[config.mk]
export PLATFORM = sky130hd
export DESIGN_NAME = ethernet_mac_mdio_register_model_top_flat
export DESIGN_NICKNAME = d
export VERILOG_FILES = /design/src/rtl/emmr_pkg.sv /design/src/rtl/emmr_in_if.sv /design/src/rtl/emmr_out_if.sv /design/src/rtl/ethernet_mac_mdio_register_model_top.sv /design/src/rtl/emmr_decode.sv /design/src/rtl/emmr_phy_store.sv /design/src/flat_wrapper.sv
export SDC_FILE = /design/constraint.sdc
export NUM_CORES = 1
export LEC_CHECK = 0
export ABC_AREA = 1
export BUFFER_PORTS_ARGS = -buffer_cell sky130_fd_sc_hd__buf_2
export CAP_MARGIN = 20
export CORE_ASPECT_RATIO = 2
export CORE_MARGIN = 10
export CORE_UTILIZATION = 55
export CTS_CLUSTER_DIAMETER = 60
export CTS_CLUSTER_SIZE = 25
export DETAILED_ROUTE_END_ITERATION = 10
export PLACE_DENSITY = 0.72
export SKIP_LAST_GASP = 1
export SLEW_MARGIN = 10
export SYNTH_ARGS = -nofsm -noshare
export SYNTH_HDL_FRONTEND = slang
export SYNTH_HIERARCHICAL = 1
export SYNTH_SLANG_ARGS = --single-unit
[constraint.sdc]
create_clock -name clk -period 4.8 [get_ports clk]
set_clock_uncertainty 0.2 [all_clocks]
set_input_delay 0.72 -clock clk [delete_from_list [all_inputs] [get_ports clk]]
set_output_delay 0.72 -clock clk [all_outputs]
set_load 0.01 [all_outputs]
[src/rtl/emmr_pkg.sv]
// ----------------------------------------------------------------------------
// emmr_pkg
// Shared types, constants and address map of the MAC register model.
// ----------------------------------------------------------------------------
package emmr_pkg;

  localparam int unsigned ADDR_W       = 13;
  localparam int unsigned SIZE_W       = 3;
  localparam int unsigned DATA_W       = 32;
  localparam int unsigned PHY_DATA_W   = 16;
  localparam int unsigned PHY_IDX_W    = 5;
  localparam int unsigned PHY_REG_CNT  = 32;
  localparam int unsigned MDIO_ADDR_W  = 11;
  localparam int unsigned MAP_BYTES    = 8192;

  localparam logic [PHY_IDX_W-1:0] PHY_ADDRESS = 5'd1;

  localparam logic [ADDR_W-1:0] ADDR_MDIO_ADDR = 13'h07e4;
  localparam logic [ADDR_W-1:0] ADDR_MDIO_WR   = 13'h07e8;
  localparam logic [ADDR_W-1:0] ADDR_MDIO_RD   = 13'h07ec;
  localparam logic [ADDR_W-1:0] ADDR_MDIO_CTRL = 13'h07f0;
  localparam logic [ADDR_W-1:0] ADDR_PING_LEN  = 13'h07f4;
  localparam logic [ADDR_W-1:0] ADDR_PING_STAT = 13'h07fc;
  localparam logic [ADDR_W-1:0] ADDR_PONG_LEN  = 13'h0ff4;
  localparam logic [ADDR_W-1:0] ADDR_PONG_STAT = 13'h0ffc;
  localparam logic [ADDR_W-1:0] ADDR_RXA_STAT  = 13'h17fc;
  localparam logic [ADDR_W-1:0] ADDR_RXB_STAT  = 13'h1ffc;
  localparam logic [ADDR_W-1:0] ADDR_TXA_LAST  = 13'h07e0;
  localparam logic [ADDR_W-1:0] ADDR_TXB_FIRST = 13'h0800;
  localparam logic [ADDR_W-1:0] ADDR_TXB_LAST  = 13'h0ff0;
  localparam logic [ADDR_W-1:0] ADDR_RXA_FIRST = 13'h1000;
  localparam logic [ADDR_W-1:0] ADDR_RXA_LAST  = 13'h17f8;
  localparam logic [ADDR_W-1:0] ADDR_RXB_FIRST = 13'h1800;
  localparam logic [ADDR_W-1:0] ADDR_RXB_LAST  = 13'h1ff8;

  localparam logic [PHY_DATA_W-1:0] BMSR_SET_BITS = 16'h0024;
  localparam logic [PHY_IDX_W-1:0]  PHY_BMCR_IDX  = 5'd0;
  localparam logic [PHY_IDX_W-1:0]  PHY_BMSR_IDX  = 5'd1;

  typedef enum logic [2:0] {
    ST_OK      = 3'd0,
    ST_BEYOND  = 3'd1,
    ST_NOREAD  = 3'd2,
    ST_NOWRITE = 3'd3,
    ST_PHYREG  = 3'd4
  } status_t;

  typedef enum logic [3:0] {
    ACC_BEYOND,
    ACC_NOREAD,
    ACC_NOWRITE,
    ACC_RD_PING,
    ACC_RD_PONG,
    ACC_RD_MDIO,
    ACC_RD_CTRL,
    ACC_RD_ZERO,
    ACC_WR_PING,
    ACC_WR_PONG,
    ACC_WR_CTRL,
    ACC_WR_MADDR,
    ACC_WR_MDATA,
    ACC_WR_NOP
  } acc_kind_t;

  typedef struct packed {
    acc_kind_t kind;
    logic      is_write;
  } dec_t;

  // Reset contents of the PHY register file
  function automatic logic [PHY_DATA_W-1:0] phy_preset(input logic [PHY_IDX_W-1:0] idx);
    logic [PHY_DATA_W-1:0] val;
    begin
      case (idx)
        5'd0:    val = 16'h3100;
        5'd1:    val = 16'h7849;
        5'd2:    val = 16'h0181;
        5'd3:    val = 16'hb8a0;
        5'd4:    val = 16'h01e1;
        5'd5:    val = 16'h4de1;
        default: val = '0;
      endcase
      return val;
    end
  endfunction

endpackage

[src/rtl/emmr_in_if.sv]
// ----------------------------------------------------------------------------
// emmr_in_if
// Bus access channel: command, byte address, size and write data.
// ----------------------------------------------------------------------------
interface emmr_in_if;
  logic                           valid;
  logic                           ready;
  logic                           command;
  logic [emmr_pkg::ADDR_W-1:0]    byte_address;
  logic [emmr_pkg::SIZE_W-1:0]    access_bytes;
  logic [emmr_pkg::DATA_W-1:0]    write_data;

  modport source (output valid, command, byte_address, access_bytes, write_data,
                  input ready);
  modport sink   (input valid, command, byte_address, access_bytes, write_data,
                  output ready);
endinterface

[src/rtl/emmr_out_if.sv]
// ----------------------------------------------------------------------------
// emmr_out_if
// Response channel: read data and status code.
// ----------------------------------------------------------------------------
interface emmr_out_if;
  logic                        valid;
  logic                        ready;
  logic [emmr_pkg::DATA_W-1:0] read_data;
  logic [2:0]                  status;

  modport source (output valid, read_data, status, input ready);
  modport sink   (input valid, read_data, status, output ready);
endinterface

[src/rtl/ethernet_mac_mdio_register_model_top.sv]
// ----------------------------------------------------------------------------
// ethernet_mac_mdio_register_model_top
// Register model of a small Ethernet MAC with an MDIO port and one PHY.
// ----------------------------------------------------------------------------
// One bus access is handled at a time. It is taken in, decoded and applied
// in the next cycle, and its response word is offered from the output state
// that follows; an MDIO read hitting the PHY, or a BMCR write with bit 15
// set, passes through a store state first for the registered read of the
// PHY register file (read-modify-write of BMSR). A new access is taken in
// the same cycle the response is taken. There is no clearing pass after
// reset.
module ethernet_mac_mdio_register_model_top (
  input logic clk,
  input logic rst_n,
  emmr_in_if.sink    in_word,
  emmr_out_if.source out_word
);

  typedef enum logic [1:0] {S_IDLE, S_EXEC, S_MEM, S_OUT} state_t;

  state_t                                state_r, state_nxt;
  logic                                  cmd_r;
  logic [emmr_pkg::ADDR_W-1:0]           addr_r;
  logic [emmr_pkg::SIZE_W-1:0]           size_r;
  logic [emmr_pkg::DATA_W-1:0]           wdata_r;
  logic [emmr_pkg::DATA_W-1:0]           ping_r, ping_nxt;
  logic [emmr_pkg::DATA_W-1:0]           pong_r, pong_nxt;
  logic [emmr_pkg::MDIO_ADDR_W-1:0]      maddr_r, maddr_nxt;
  logic [emmr_pkg::PHY_DATA_W-1:0]       mwr_r, mwr_nxt;
  logic [emmr_pkg::PHY_DATA_W-1:0]       mrd_r, mrd_nxt;
  logic [emmr_pkg::DATA_W-1:0]           mctrl_r, mctrl_nxt;
  logic                                  mem_rd_op_r, mem_rd_op_nxt;
  logic [emmr_pkg::DATA_W-1:0]           rdata_r, rdata_nxt;
  emmr_pkg::status_t                     status_r, status_nxt;

  emmr_pkg::dec_t                        dec;
  logic                                  in_fire;
  logic                                  phy_hit;
  logic [emmr_pkg::PHY_IDX_W-1:0]        phy_reg;
  logic                                  st_rd_en;
  logic [emmr_pkg::PHY_IDX_W-1:0]        st_rd_idx;
  logic [emmr_pkg::PHY_DATA_W-1:0]       st_rd_data;
  logic                                  st_wr_en;
  logic [emmr_pkg::PHY_IDX_W-1:0]        st_wr_idx;
  logic [emmr_pkg::PHY_DATA_W-1:0]       st_wr_data;

  emmr_decode u_decode (
    .command      (cmd_r),
    .byte_address (addr_r),
    .access_bytes (size_r),
    .dec          (dec)
  );

  emmr_phy_store u_phy_store (
    .clk     (clk),
    .rst_n   (rst_n),
    .rd_en   (st_rd_en),
    .rd_idx  (st_rd_idx),
    .rd_data (st_rd_data),
    .wr_en   (st_wr_en),
    .wr_idx  (st_wr_idx),
    .wr_data (st_wr_data)
  );

  assign in_word.ready     = (state_r == S_IDLE) || (state_r == S_OUT && out_word.ready);
  assign in_fire           = in_word.valid && in_word.ready;
  assign out_word.valid    = (state_r == S_OUT);
  assign out_word.read_data = rdata_r;
  assign out_word.status   = status_r;

  assign phy_reg = maddr_r[emmr_pkg::PHY_IDX_W-1:0];
  assign phy_hit = (maddr_r[2*emmr_pkg::PHY_IDX_W-1:emmr_pkg::PHY_IDX_W] ==
                    emmr_pkg::PHY_ADDRESS);

  always_comb begin
    state_nxt     = state_r;
    ping_nxt      = ping_r;
    pong_nxt      = pong_r;
    maddr_nxt     = maddr_r;
    mwr_nxt       = mwr_r;
    mrd_nxt       = mrd_r;
    mctrl_nxt     = mctrl_r;
    mem_rd_op_nxt = mem_rd_op_r;
    rdata_nxt     = rdata_r;
    status_nxt    = status_r;
    st_rd_en      = 1'b0;
    st_rd_idx     = phy_reg;
    st_wr_en      = 1'b0;
    st_wr_idx     = emmr_pkg::PHY_BMCR_IDX;
    st_wr_data    = mwr_r;

    unique case (state_r)
      S_IDLE: begin
        if (in_fire) state_nxt = S_EXEC;
      end
      S_EXEC: begin
        rdata_nxt  = '0;
        status_nxt = emmr_pkg::ST_OK;
        state_nxt  = S_OUT;
        unique case (dec.kind)
          emmr_pkg::ACC_BEYOND:  status_nxt = emmr_pkg::ST_BEYOND;
          emmr_pkg::ACC_NOREAD:  status_nxt = emmr_pkg::ST_NOREAD;
          emmr_pkg::ACC_NOWRITE: status_nxt = emmr_pkg::ST_NOWRITE;
          emmr_pkg::ACC_RD_PING: rdata_nxt = ping_r;
          emmr_pkg::ACC_RD_PONG: rdata_nxt = pong_r;
          emmr_pkg::ACC_RD_MDIO: rdata_nxt = {{(emmr_pkg::DATA_W-emmr_pkg::PHY_DATA_W){1'b0}},
                                              mrd_r};
          emmr_pkg::ACC_RD_CTRL: rdata_nxt = mctrl_r;
          emmr_pkg::ACC_WR_PING: ping_nxt = wdata_r[1] ? {wdata_r[31:2], 2'b00} : wdata_r;
          emmr_pkg::ACC_WR_PONG: pong_nxt = (wdata_r[1] || wdata_r[0]) ?
                                            {wdata_r[31:2], 2'b00} : wdata_r;
          emmr_pkg::ACC_WR_MADDR: maddr_nxt = wdata_r[emmr_pkg::MDIO_ADDR_W-1:0];
          emmr_pkg::ACC_WR_MDATA: mwr_nxt = wdata_r[emmr_pkg::PHY_DATA_W-1:0];
          emmr_pkg::ACC_WR_CTRL: begin
            mctrl_nxt = {wdata_r[31:1], 1'b0};
            if (wdata_r[0]) begin
              if (maddr_r[emmr_pkg::MDIO_ADDR_W-1]) begin
                // MDIO read
                if (phy_hit) begin
                  st_rd_en      = 1'b1;
                  st_rd_idx     = phy_reg;
                  mem_rd_op_nxt = 1'b1;
                  state_nxt     = S_MEM;
                end else begin
                  mrd_nxt = '0;
                end
              end else if (phy_hit) begin
                if (phy_reg != emmr_pkg::PHY_BMCR_IDX) begin
                  status_nxt = emmr_pkg::ST_PHYREG;
                end else if (mwr_r[15]) begin
                  // BMCR reset/autoneg bit: update BMSR instead
                  st_rd_en      = 1'b1;
                  st_rd_idx     = emmr_pkg::PHY_BMSR_IDX;
                  mem_rd_op_nxt = 1'b0;
                  state_nxt     = S_MEM;
                end else begin
                  st_wr_en   = 1'b1;
                  st_wr_idx  = emmr_pkg::PHY_BMCR_IDX;
                  st_wr_data = mwr_r;
                end
              end
            end
          end
          default: ;
        endcase
      end
      S_MEM: begin
        state_nxt = S_OUT;
        if (mem_rd_op_r) begin
          mrd_nxt = st_rd_data;
        end else begin
          st_wr_en   = 1'b1;
          st_wr_idx  = emmr_pkg::PHY_BMSR_IDX;
          st_wr_data = st_rd_data | emmr_pkg::BMSR_SET_BITS;
        end
      end
      S_OUT: begin
        if (out_word.ready) state_nxt = in_fire ? S_EXEC : S_IDLE;
      end
      default: state_nxt = S_IDLE;
    endcase
  end

  always_ff @(posedge clk) begin
    if (!rst_n) begin
      state_r     <= S_IDLE;
      ping_r      <= '0;
      pong_r      <= '0;
      maddr_r     <= '0;
      mwr_r       <= '0;
      mrd_r       <= '0;
      mctrl_r     <= '0;
      mem_rd_op_r <= 1'b0;
      status_r    <= emmr_pkg::ST_OK;
    end else begin
      state_r     <= state_nxt;
      ping_r      <= ping_nxt;
      pong_r      <= pong_nxt;
      maddr_r     <= maddr_nxt;
      mwr_r       <= mwr_nxt;
      mrd_r       <= mrd_nxt;
      mctrl_r     <= mctrl_nxt;
      mem_rd_op_r <= mem_rd_op_nxt;
      status_r    <= status_nxt;
    end
    rdata_r <= rdata_nxt;
    if (in_fire) begin
      cmd_r   <= in_word.command;
      addr_r  <= in_word.byte_address;
      size_r  <= in_word.access_bytes;
      wdata_r <= in_word.write_data;
    end
  end

`ifndef SYNTHESIS
  a_fire_exec: assert property (@(posedge clk) disable iff (!rst_n)
    in_fire |=> state_r == S_EXEC)
    else $error("accepted word not executed next cycle");

  a_mem_after_exec: assert property (@(posedge clk) disable iff (!rst_n)
    state_r == S_MEM |-> $past(state_r) == S_EXEC)
    else $error("store access stage not entered from execute");

  a_ctrl_go_clear: assert property (@(posedge clk) disable iff (!rst_n)
    !mctrl_r[0])
    else $error("MDIO control start bit left set");

  a_err_zero_data: assert property (@(posedge clk) disable iff (!rst_n)
    (state_r == S_OUT && status_r != emmr_pkg::ST_OK) |-> rdata_r == '0)
    else $error("failed access returns nonzero data");
`endif

endmodule

[src/rtl/emmr_decode.sv]
// ----------------------------------------------------------------------------
// emmr_decode
// Register map decoder: classifies one access by command, address and size.
// ----------------------------------------------------------------------------
module emmr_decode (
  input  logic                        command,
  input  logic [emmr_pkg::ADDR_W-1:0] byte_address,
  input  logic [emmr_pkg::SIZE_W-1:0] access_bytes,
  output emmr_pkg::dec_t              dec
);

  logic [emmr_pkg::ADDR_W:0] end_addr;
  logic                      beyond;
  logic                      rx_zero;
  logic                      tx_buf;

  assign end_addr = {1'b0, byte_address} + {{(emmr_pkg::ADDR_W-emmr_pkg::SIZE_W+1){1'b0}},
                                            access_bytes};
  assign beyond   = end_addr > (emmr_pkg::ADDR_W+1)'(emmr_pkg::MAP_BYTES);

  assign rx_zero = (byte_address >= emmr_pkg::ADDR_RXA_FIRST &&
                    byte_address <= emmr_pkg::ADDR_RXA_LAST) ||
                   (byte_address >= emmr_pkg::ADDR_RXB_FIRST &&
                    byte_address <= emmr_pkg::ADDR_RXB_LAST);
  assign tx_buf  = (byte_address <= emmr_pkg::ADDR_TXA_LAST) ||
                   (byte_address >= emmr_pkg::ADDR_TXB_FIRST &&
                    byte_address <= emmr_pkg::ADDR_TXB_LAST);

  always_comb begin
    dec.is_write = command;
    if (beyond) begin
      dec.kind = emmr_pkg::ACC_BEYOND;
    end else if (!command) begin
      if (byte_address == emmr_pkg::ADDR_PING_STAT)      dec.kind = emmr_pkg::ACC_RD_PING;
      else if (byte_address == emmr_pkg::ADDR_PONG_STAT) dec.kind = emmr_pkg::ACC_RD_PONG;
      else if (byte_address == emmr_pkg::ADDR_MDIO_RD)   dec.kind = emmr_pkg::ACC_RD_MDIO;
      else if (byte_address == emmr_pkg::ADDR_MDIO_CTRL) dec.kind = emmr_pkg::ACC_RD_CTRL;
      else if (rx_zero)                                  dec.kind = emmr_pkg::ACC_RD_ZERO;
      else                                               dec.kind = emmr_pkg::ACC_NOREAD;
    end else begin
      if (byte_address == emmr_pkg::ADDR_PING_STAT)      dec.kind = emmr_pkg::ACC_WR_PING;
      else if (byte_address == emmr_pkg::ADDR_PONG_STAT) dec.kind = emmr_pkg::ACC_WR_PONG;
      else if (byte_address == emmr_pkg::ADDR_MDIO_CTRL) dec.kind = emmr_pkg::ACC_WR_CTRL;
      else if (byte_address == emmr_pkg::ADDR_MDIO_ADDR) dec.kind = emmr_pkg::ACC_WR_MADDR;
      else if (byte_address == emmr_pkg::ADDR_MDIO_WR)   dec.kind = emmr_pkg::ACC_WR_MDATA;
      else if (byte_address == emmr_pkg::ADDR_PING_LEN ||
               byte_address == emmr_pkg::ADDR_PONG_LEN ||
               byte_address == emmr_pkg::ADDR_RXA_STAT ||
               byte_address == emmr_pkg::ADDR_RXB_STAT || tx_buf)
                                                         dec.kind = emmr_pkg::ACC_WR_NOP;
      else                                               dec.kind = emmr_pkg::ACC_NOWRITE;
    end
  end

endmodule

[src/rtl/emmr_phy_store.sv]
// ----------------------------------------------------------------------------
// emmr_phy_store
// PHY register file: one write and one registered read port, with per-entry
// valid bits so unwritten entries read back their reset presets.
// ----------------------------------------------------------------------------
module emmr_phy_store (
  input  logic                            clk,
  input  logic                            rst_n,
  input  logic                            rd_en,
  input  logic [emmr_pkg::PHY_IDX_W-1:0]  rd_idx,
  output logic [emmr_pkg::PHY_DATA_W-1:0] rd_data,
  input  logic                            wr_en,
  input  logic [emmr_pkg::PHY_IDX_W-1:0]  wr_idx,
  input  logic [emmr_pkg::PHY_DATA_W-1:0] wr_data
);

  logic [emmr_pkg::PHY_DATA_W-1:0]  mem [emmr_pkg::PHY_REG_CNT];
  logic [emmr_pkg::PHY_REG_CNT-1:0] valid_r;
  logic [emmr_pkg::PHY_DATA_W-1:0]  mem_q_r;
  logic [emmr_pkg::PHY_IDX_W-1:0]   idx_q_r;
  logic                             vld_q_r;

  always_ff @(posedge clk) begin
    if (wr_en) begin
      mem[wr_idx] <= wr_data;
    end
    if (rd_en) begin
      mem_q_r <= mem[rd_idx];
      idx_q_r <= rd_idx;
    end
  end

  always_ff @(posedge clk) begin
    if (!rst_n) begin
      valid_r <= '0;
      vld_q_r <= 1'b0;
    end else begin
      if (wr_en) begin
        valid_r[wr_idx] <= 1'b1;
      end
      if (rd_en) begin
        vld_q_r <= valid_r[rd_idx];
      end
    end
  end

  assign rd_data = vld_q_r ? mem_q_r : emmr_pkg::phy_preset(idx_q_r);

endmodule
[src/flat_wrapper.sv]
// flat-port wrapper written by rule: the top's interface ports become plain ports
module ethernet_mac_mdio_register_model_top_flat 
  (clk, rst_n, in_word_valid, in_word_command, in_word_byte_address, in_word_access_bytes, in_word_write_data, in_word_ready, out_word_valid, out_word_read_data, out_word_status, out_word_ready);
  emmr_in_if in_word_i ();
  emmr_out_if out_word_i ();
  input logic clk;
  input logic rst_n;
  input wire logic [$bits(in_word_i.valid)-1:0] in_word_valid;
  input wire logic [$bits(in_word_i.command)-1:0] in_word_command;
  input wire logic [$bits(in_word_i.byte_address)-1:0] in_word_byte_address;
  input wire logic [$bits(in_word_i.access_bytes)-1:0] in_word_access_bytes;
  input wire logic [$bits(in_word_i.write_data)-1:0] in_word_write_data;
  output wire logic [$bits(in_word_i.ready)-1:0] in_word_ready;
  output wire logic [$bits(out_word_i.valid)-1:0] out_word_valid;
  output wire logic [$bits(out_word_i.read_data)-1:0] out_word_read_data;
  output wire logic [$bits(out_word_i.status)-1:0] out_word_status;
  input wire logic [$bits(out_word_i.ready)-1:0] out_word_ready;
  assign in_word_i.valid = in_word_valid;
  assign in_word_i.command = in_word_command;
  assign in_word_i.byte_address = in_word_byte_address;
  assign in_word_i.access_bytes = in_word_access_bytes;
  assign in_word_i.write_data = in_word_write_data;
  assign in_word_ready = in_word_i.ready;
  assign out_word_valid = out_word_i.valid;
  assign out_word_read_data = out_word_i.read_data;
  assign out_word_status = out_word_i.status;
  assign out_word_i.ready = out_word_ready;
  ethernet_mac_mdio_register_model_top u_core (.clk(clk), .rst_n(rst_n), .in_word(in_word_i), .out_word(out_word_i));
endmodule
* Word-level counts from Yosys, hierarchy flattened
Memories as Yosys holds them, arrays and structs flattened. A register that Yosys moved wholly into a read port is not among the register bits.
Index checks and enable logic that the tools add are counted.
W data, S select, Z words.
** Word-level totals
- Bits in registers :: 263
- Input bits :: 53
- Logic and storage cells :: 175
- Memories kept :: 1
- Bits in writable memories :: 512
- Output and inout port bits :: 37
** Cells by class
- Reductions and logical operators :: 28
- Bitwise operators :: 1
- Magnitude comparators :: 11
- Muxes and demuxes :: 78
- Add/subtract/negate cells :: 1
- Equality and inequality tests :: 38
** Memory list
- u_core.u_phy_store.mem :: words 32, width 16, rd ports 1, clocked after Yosys merged registers in 1, wr ports 1, RTL line emmr_phy_store.sv:17 : logic [emmr_pkg::PHY_DATA_W-1:0] mem [emmr_pkg::PHY_REG_CNT];
** Operators by type and width (number)
- $mux W16 :: 8
- $pmux W32 S4 :: 1
- $pmux W16 S6 :: 1
- $eq A13 B11 Y1 const B :: 6
- $mux W5 :: 8
- $mux W4 :: 8
- $or A32 B32 Y32 :: 1
- $pmux W16 S2 :: 1
- $mux W1 :: 29
- $mux W3 :: 9
- $eq A13 B12 Y1 const B :: 2
- $eq A13 B13 Y1 const B :: 2
- $ge A13 B13 Y1 const B :: 2
- $le A13 B13 Y1 const B :: 2
- $eq A4 B4 Y1 const B :: 5
- $mux W2 :: 8
- $add A13 B3 Y14 :: 1
- $gt A14 B14 Y1 const B :: 1
- $ne A2 B1 Y1 const B :: 7
- $ge A13 B12 Y1 const B :: 1
- $le A13 B11 Y1 const B :: 1
- $le A13 B12 Y1 const B :: 1
- $eq A4 B3 Y1 const B :: 3
- $lt A5 B6 Y1 const B :: 2
- 23 further kinds :: 47

* Depth between registers and ports, before layout
- Depth after elaboration :: 18
- Depth in mapped cells :: 34

* Cells and area by module
The synthesis kept the hierarchy.
** By module, submodules not included
- emmr_phy_store :: times used 1, area each 22824.4 um^2, cells an instance 1948
- ethernet_mac_mdio_register_model_top :: times used 1, area each 8769.7 um^2, cells an instance 1003
- emmr_decode :: times used 1, area each 644.4 um^2, cells an instance 127

* Least setup slack after synthesis
No wires, ideal clock.
- Path kind :: input -> register
- From :: in out_word_ready
- To :: reg u_core.state_r[0]
- Data arrival time :: 4.852 ns
- Slack :: -0.321 ns
- Stages on the path :: 6
- Setup time :: 0.070 ns
- Required time :: 4.530 ns
- Cells stage by stage :: nand2_1 -> a21boi_0 -> nand2_1 -> nand3_1 -> inv_1 -> a21oi_1
** On the way
- Cells in the longest elaborated chain, start to end :: 6
- Elaborated cells on any way between the ends :: 9
- Those cells by class :: 2 x eq/ne; 3 x mux; 4 x reduce/logical
** Ends and longest elaborated chain
- start, declared :: RTL line flat_wrapper.sv:17 : input wire logic [$bits(out_word_i.ready)-1:0] out_word_ready;
- $logic_and A1 B1 Y1 :: RTL line ethernet_mac_mdio_register_model_top.sv:65 : assign in_word.ready = (state_r == S_IDLE) || (state_r == S_OUT && out_word.ready);
- $logic_or A1 B1 Y1 :: RTL line ethernet_mac_mdio_register_model_top.sv:65
- $logic_and A1 B1 Y1 :: RTL line ethernet_mac_mdio_register_model_top.sv:66 : assign in_fire = in_word.valid && in_word.ready;
- $mux W1 :: RTL line ethernet_mac_mdio_register_model_top.sv:158 : if (out_word.ready) state_nxt = in_fire ? S_EXEC : S_IDLE;
- $mux W2 :: RTL line ethernet_mac_mdio_register_model_top.sv:158
- $pmux W2 S4 :: RTL line ethernet_mac_mdio_register_model_top.sv:92 : unique case (state_r)
- end signal, assigned :: RTL line ethernet_mac_mdio_register_model_top.sv:176 : state_r <= state_nxt;
- end, declared :: RTL line ethernet_mac_mdio_register_model_top.sv:21 : state_t state_r, state_nxt;
Parallel ways exist; a longest one is shown, timed or not. The select of a mux whose other input is x is not followed.
A chain may end at the register's enable or synchronous reset.

==> flow_summary.json <==
{
  "grt_max_degree": 121,
  "cts_buffer_depth": 3,
  "slew_viol_final": 252,
  "powerDensity_nw_per_um2": 383.4,
  "first_iter_violations": 2373,
  "reg2reg_to": "u_core/u_phy_store/mem_q_r[14]$_DFFE_PP_",
  "drc": 0,
  "cpMostUsedCell": "nand2_1",
  "worstMarginPinSlew_ps": 2310,
  "period_needed_ps": 4508,
  "ios": 90,
  "critPathSlowestCell": "edfxtp_1",
  "worstPathRequired_ps": 5070,
  "cts_buffers": 37,
  "die_y_um": 362.4,
  "synth_area_um2": 32230,
  "grt_pass1_wl_um": 125800,
  "grt_use_total_pct": 23.33,
  "wire_per_inst_um": 21.60,
  "timing.hold.ws_ps": 96.30,
  "worst_slack_ps": 291.9,
  "clk_latency_ps": 610,
  "wl_met2_um": 45910,
  "slew_headroom_pct": -54.60,
  "reg2reg_from": "u_core/addr_r[0]$_DFFE_PN_",
  "r2r_slack_ps": 290,
  "antenna_left": 0,
  "hold_viol": 0,
  "antenna_found_initial": 0,
  "violations": "slew limit",
  "yosys_warnings": 6,
  "placeableCoreArea_um2": 58020,
  "p_leak_nw": 12.95,
  "synthesis.instances": 3077,
  "total_power_w": 0.01346,
  "portBuffers": 89,
  "routed_via_density": 5.815,
  "grt_overflow_total": 0,
  "routed.top_layer": "met4",
  "cp-end-kind": "flip-flop",
  "holdPathEnd": "u_core/addr_r[0]$_DFFE_PN_",
  "cts.clk_slew.worst_paths_ps": 100,
  "slowest_delay_ps": 360,
  "totalWireLength_um": 84770,
  "gp_congestion": 0.8706,
  "final_cell_mix": "nand2_1, edfxtp_1, nor2_1",
  "cts_tree": "yes",
  "via_count": 22820,
  "area_delta_synth_final_pct": 8.909,
  "chipWidth_um": 191.2,
  "crit_path_max_fanout": 11,
  "htreeDepth": 2,
  "grt_pass1_vias": 22410,
  "cp_data_arrival_time_ps": 4780,
  "cts_root_buf": "clkbuf_16",
  "hp-class": "input pin to flip-flop",
  "final_core_util_pct": 60.50,
  "setup_viol": 0,
  "ir_drop_uv": 254.0,
  "drtPass1Iterations": 7,
  "die_area_um2": 69270,
  "timing.final.crit_share_pct": 93.92,
  "avgSynthCellArea_um2": 10.47,
  "antennaDiodeCount": 0,
  "holdPathStages": 1,
  "status": "complete, but fails checks",
  "core.rowCount": 125,
  "nNetsFinal": 3202,
  "crit_type": "flip-flop to flip-flop",
  "final_common_cell": "nand2_1",
  "drive_gt1_share_pct": 9.171,
  "cts_sinks": 790,
  "hpwl_um": 53230,
  "start_kind": "flip-flop",
  "hp-start": "in_word_byte_address[0]",
  "pre_cts_ws_ps": 116.3,
  "initial_core_util_pct": 55.55,
  "tns_ps": 0,
  "fillers": 4558,
  "wl_met3_um": 5093,
  "max_cap_viol_count": 0,
  "drt-met1-wl_um": 29380,
  "fmax_mhz": 221.8,
  "holdBufCountCts": 0,
  "reg2reg_depth": 29,
  "worst-path-buf-inv": 7,
  "worst_path_dominant_cell_family": "simple AND/OR/NAND/NOR gates"
}
worst max-delay path by stage:
stage	from	to	slack, ps	cells past startpoint
6_report	u_core/addr_r[0]$_DFFE_PN_	u_core/u_phy_store/mem_q_r[14]$_DFFE_PP_	290	29
5_1_grt	u_core/addr_r[0]$_DFFE_PN_	u_core/u_phy_store/mem_q_r[14]$_DFFE_PP_	-50	30
4_1_cts	u_core/addr_r[0]$_DFFE_PN_	u_core/u_phy_store/mem_q_r[3]$_DFFE_PP_	90	27
3_5_place_dp	u_core/addr_r[0]$_DFFE_PN_	u_core/u_phy_store/mem_q_r[3]$_DFFE_PP_	120	27
3_3_place_gp	u_core/addr_r[0]$_DFFE_PN_	u_core/u_phy_store/mem_q_r[3]$_DFFE_PP_	120	27
2_1_floorplan	u_core/addr_r[0]$_DFFE_PN_	u_core/u_phy_store/mem[1][0]$_DFFE_PP_	470	24
metal layers:
layer | vias to the layer above | track usage, %
li1 | 10580 | -
met1 | 10990 | 25.01
met3 | 261 | 2.499
met2 | 983 | 43.61
met5 | - | 0
met4 | 0 | 12.43
per-stage QoR:
stage,std cells,instance area [µm²]
floorplan,3094,32290
global placement,3844,33610
finish,3924,35100
CTS,3906,34720
detailed placement,3845,33640
global route,3924,35100
flip-flops by register name, indices dropped and copies added, names as in the netlist:
signal and count:
u_core/state_r 2, u_core/mctrl_r 31, u_core/size_r 3, u_core/addr_r 13
u_core/u_phy_store/mem 512, u_core/u_phy_store/vld_q_r 1, u_core/maddr_r 11, u_core/mem_rd_op_r 1
u_core/out_word.read_data 32, u_core/wdata_r 32, u_core/u_phy_store/idx_q_r 5, u_core/out_word.status 3
u_core/ping_r 31, u_core/mrd_r 16, u_core/cmd_r 1, u_core/pong_r 32
u_core/mwr_r 16, u_core/u_phy_store/valid_r 32, u_core/u_phy_store/mem_q_r 16
cell type report:
type                    instances  area (µm²)  share of cell area (%)
flip-flops and latches        790       21970                   62.58
multi-input cells            1972        8991                   25.61
repair buffers                186        1510                   4.302
clock buffers                  59        1061                   3.023
well taps                     762       953.4                   2.716
inverters                     150       576.8                   1.643
repair inverters                3       26.28                 0.07485
clock inverters                 2       17.52                 0.04990
power breakdown:
group          leakage (nW)  total (W)  switching, W  internal, W
logic                  5.00    0.00192       0.00138     0.000541
registers              7.44    0.00793      0.000162      0.00777
clock network         0.519    0.00360       0.00206      0.00154
total                  13.0     0.0135       0.00360      0.00986
timing repair:
| item | 4_1_cts | 5_1_grt |
|---|---|---|
| setup endpoints to repair | 0 | 17 |
| gates resized for setup | 0 | 36 |
| endpoints found under the hold margin | 0 | 0 |
| buffers inserted | 0 | 10 |
Power figures use the tool's default switching activity.
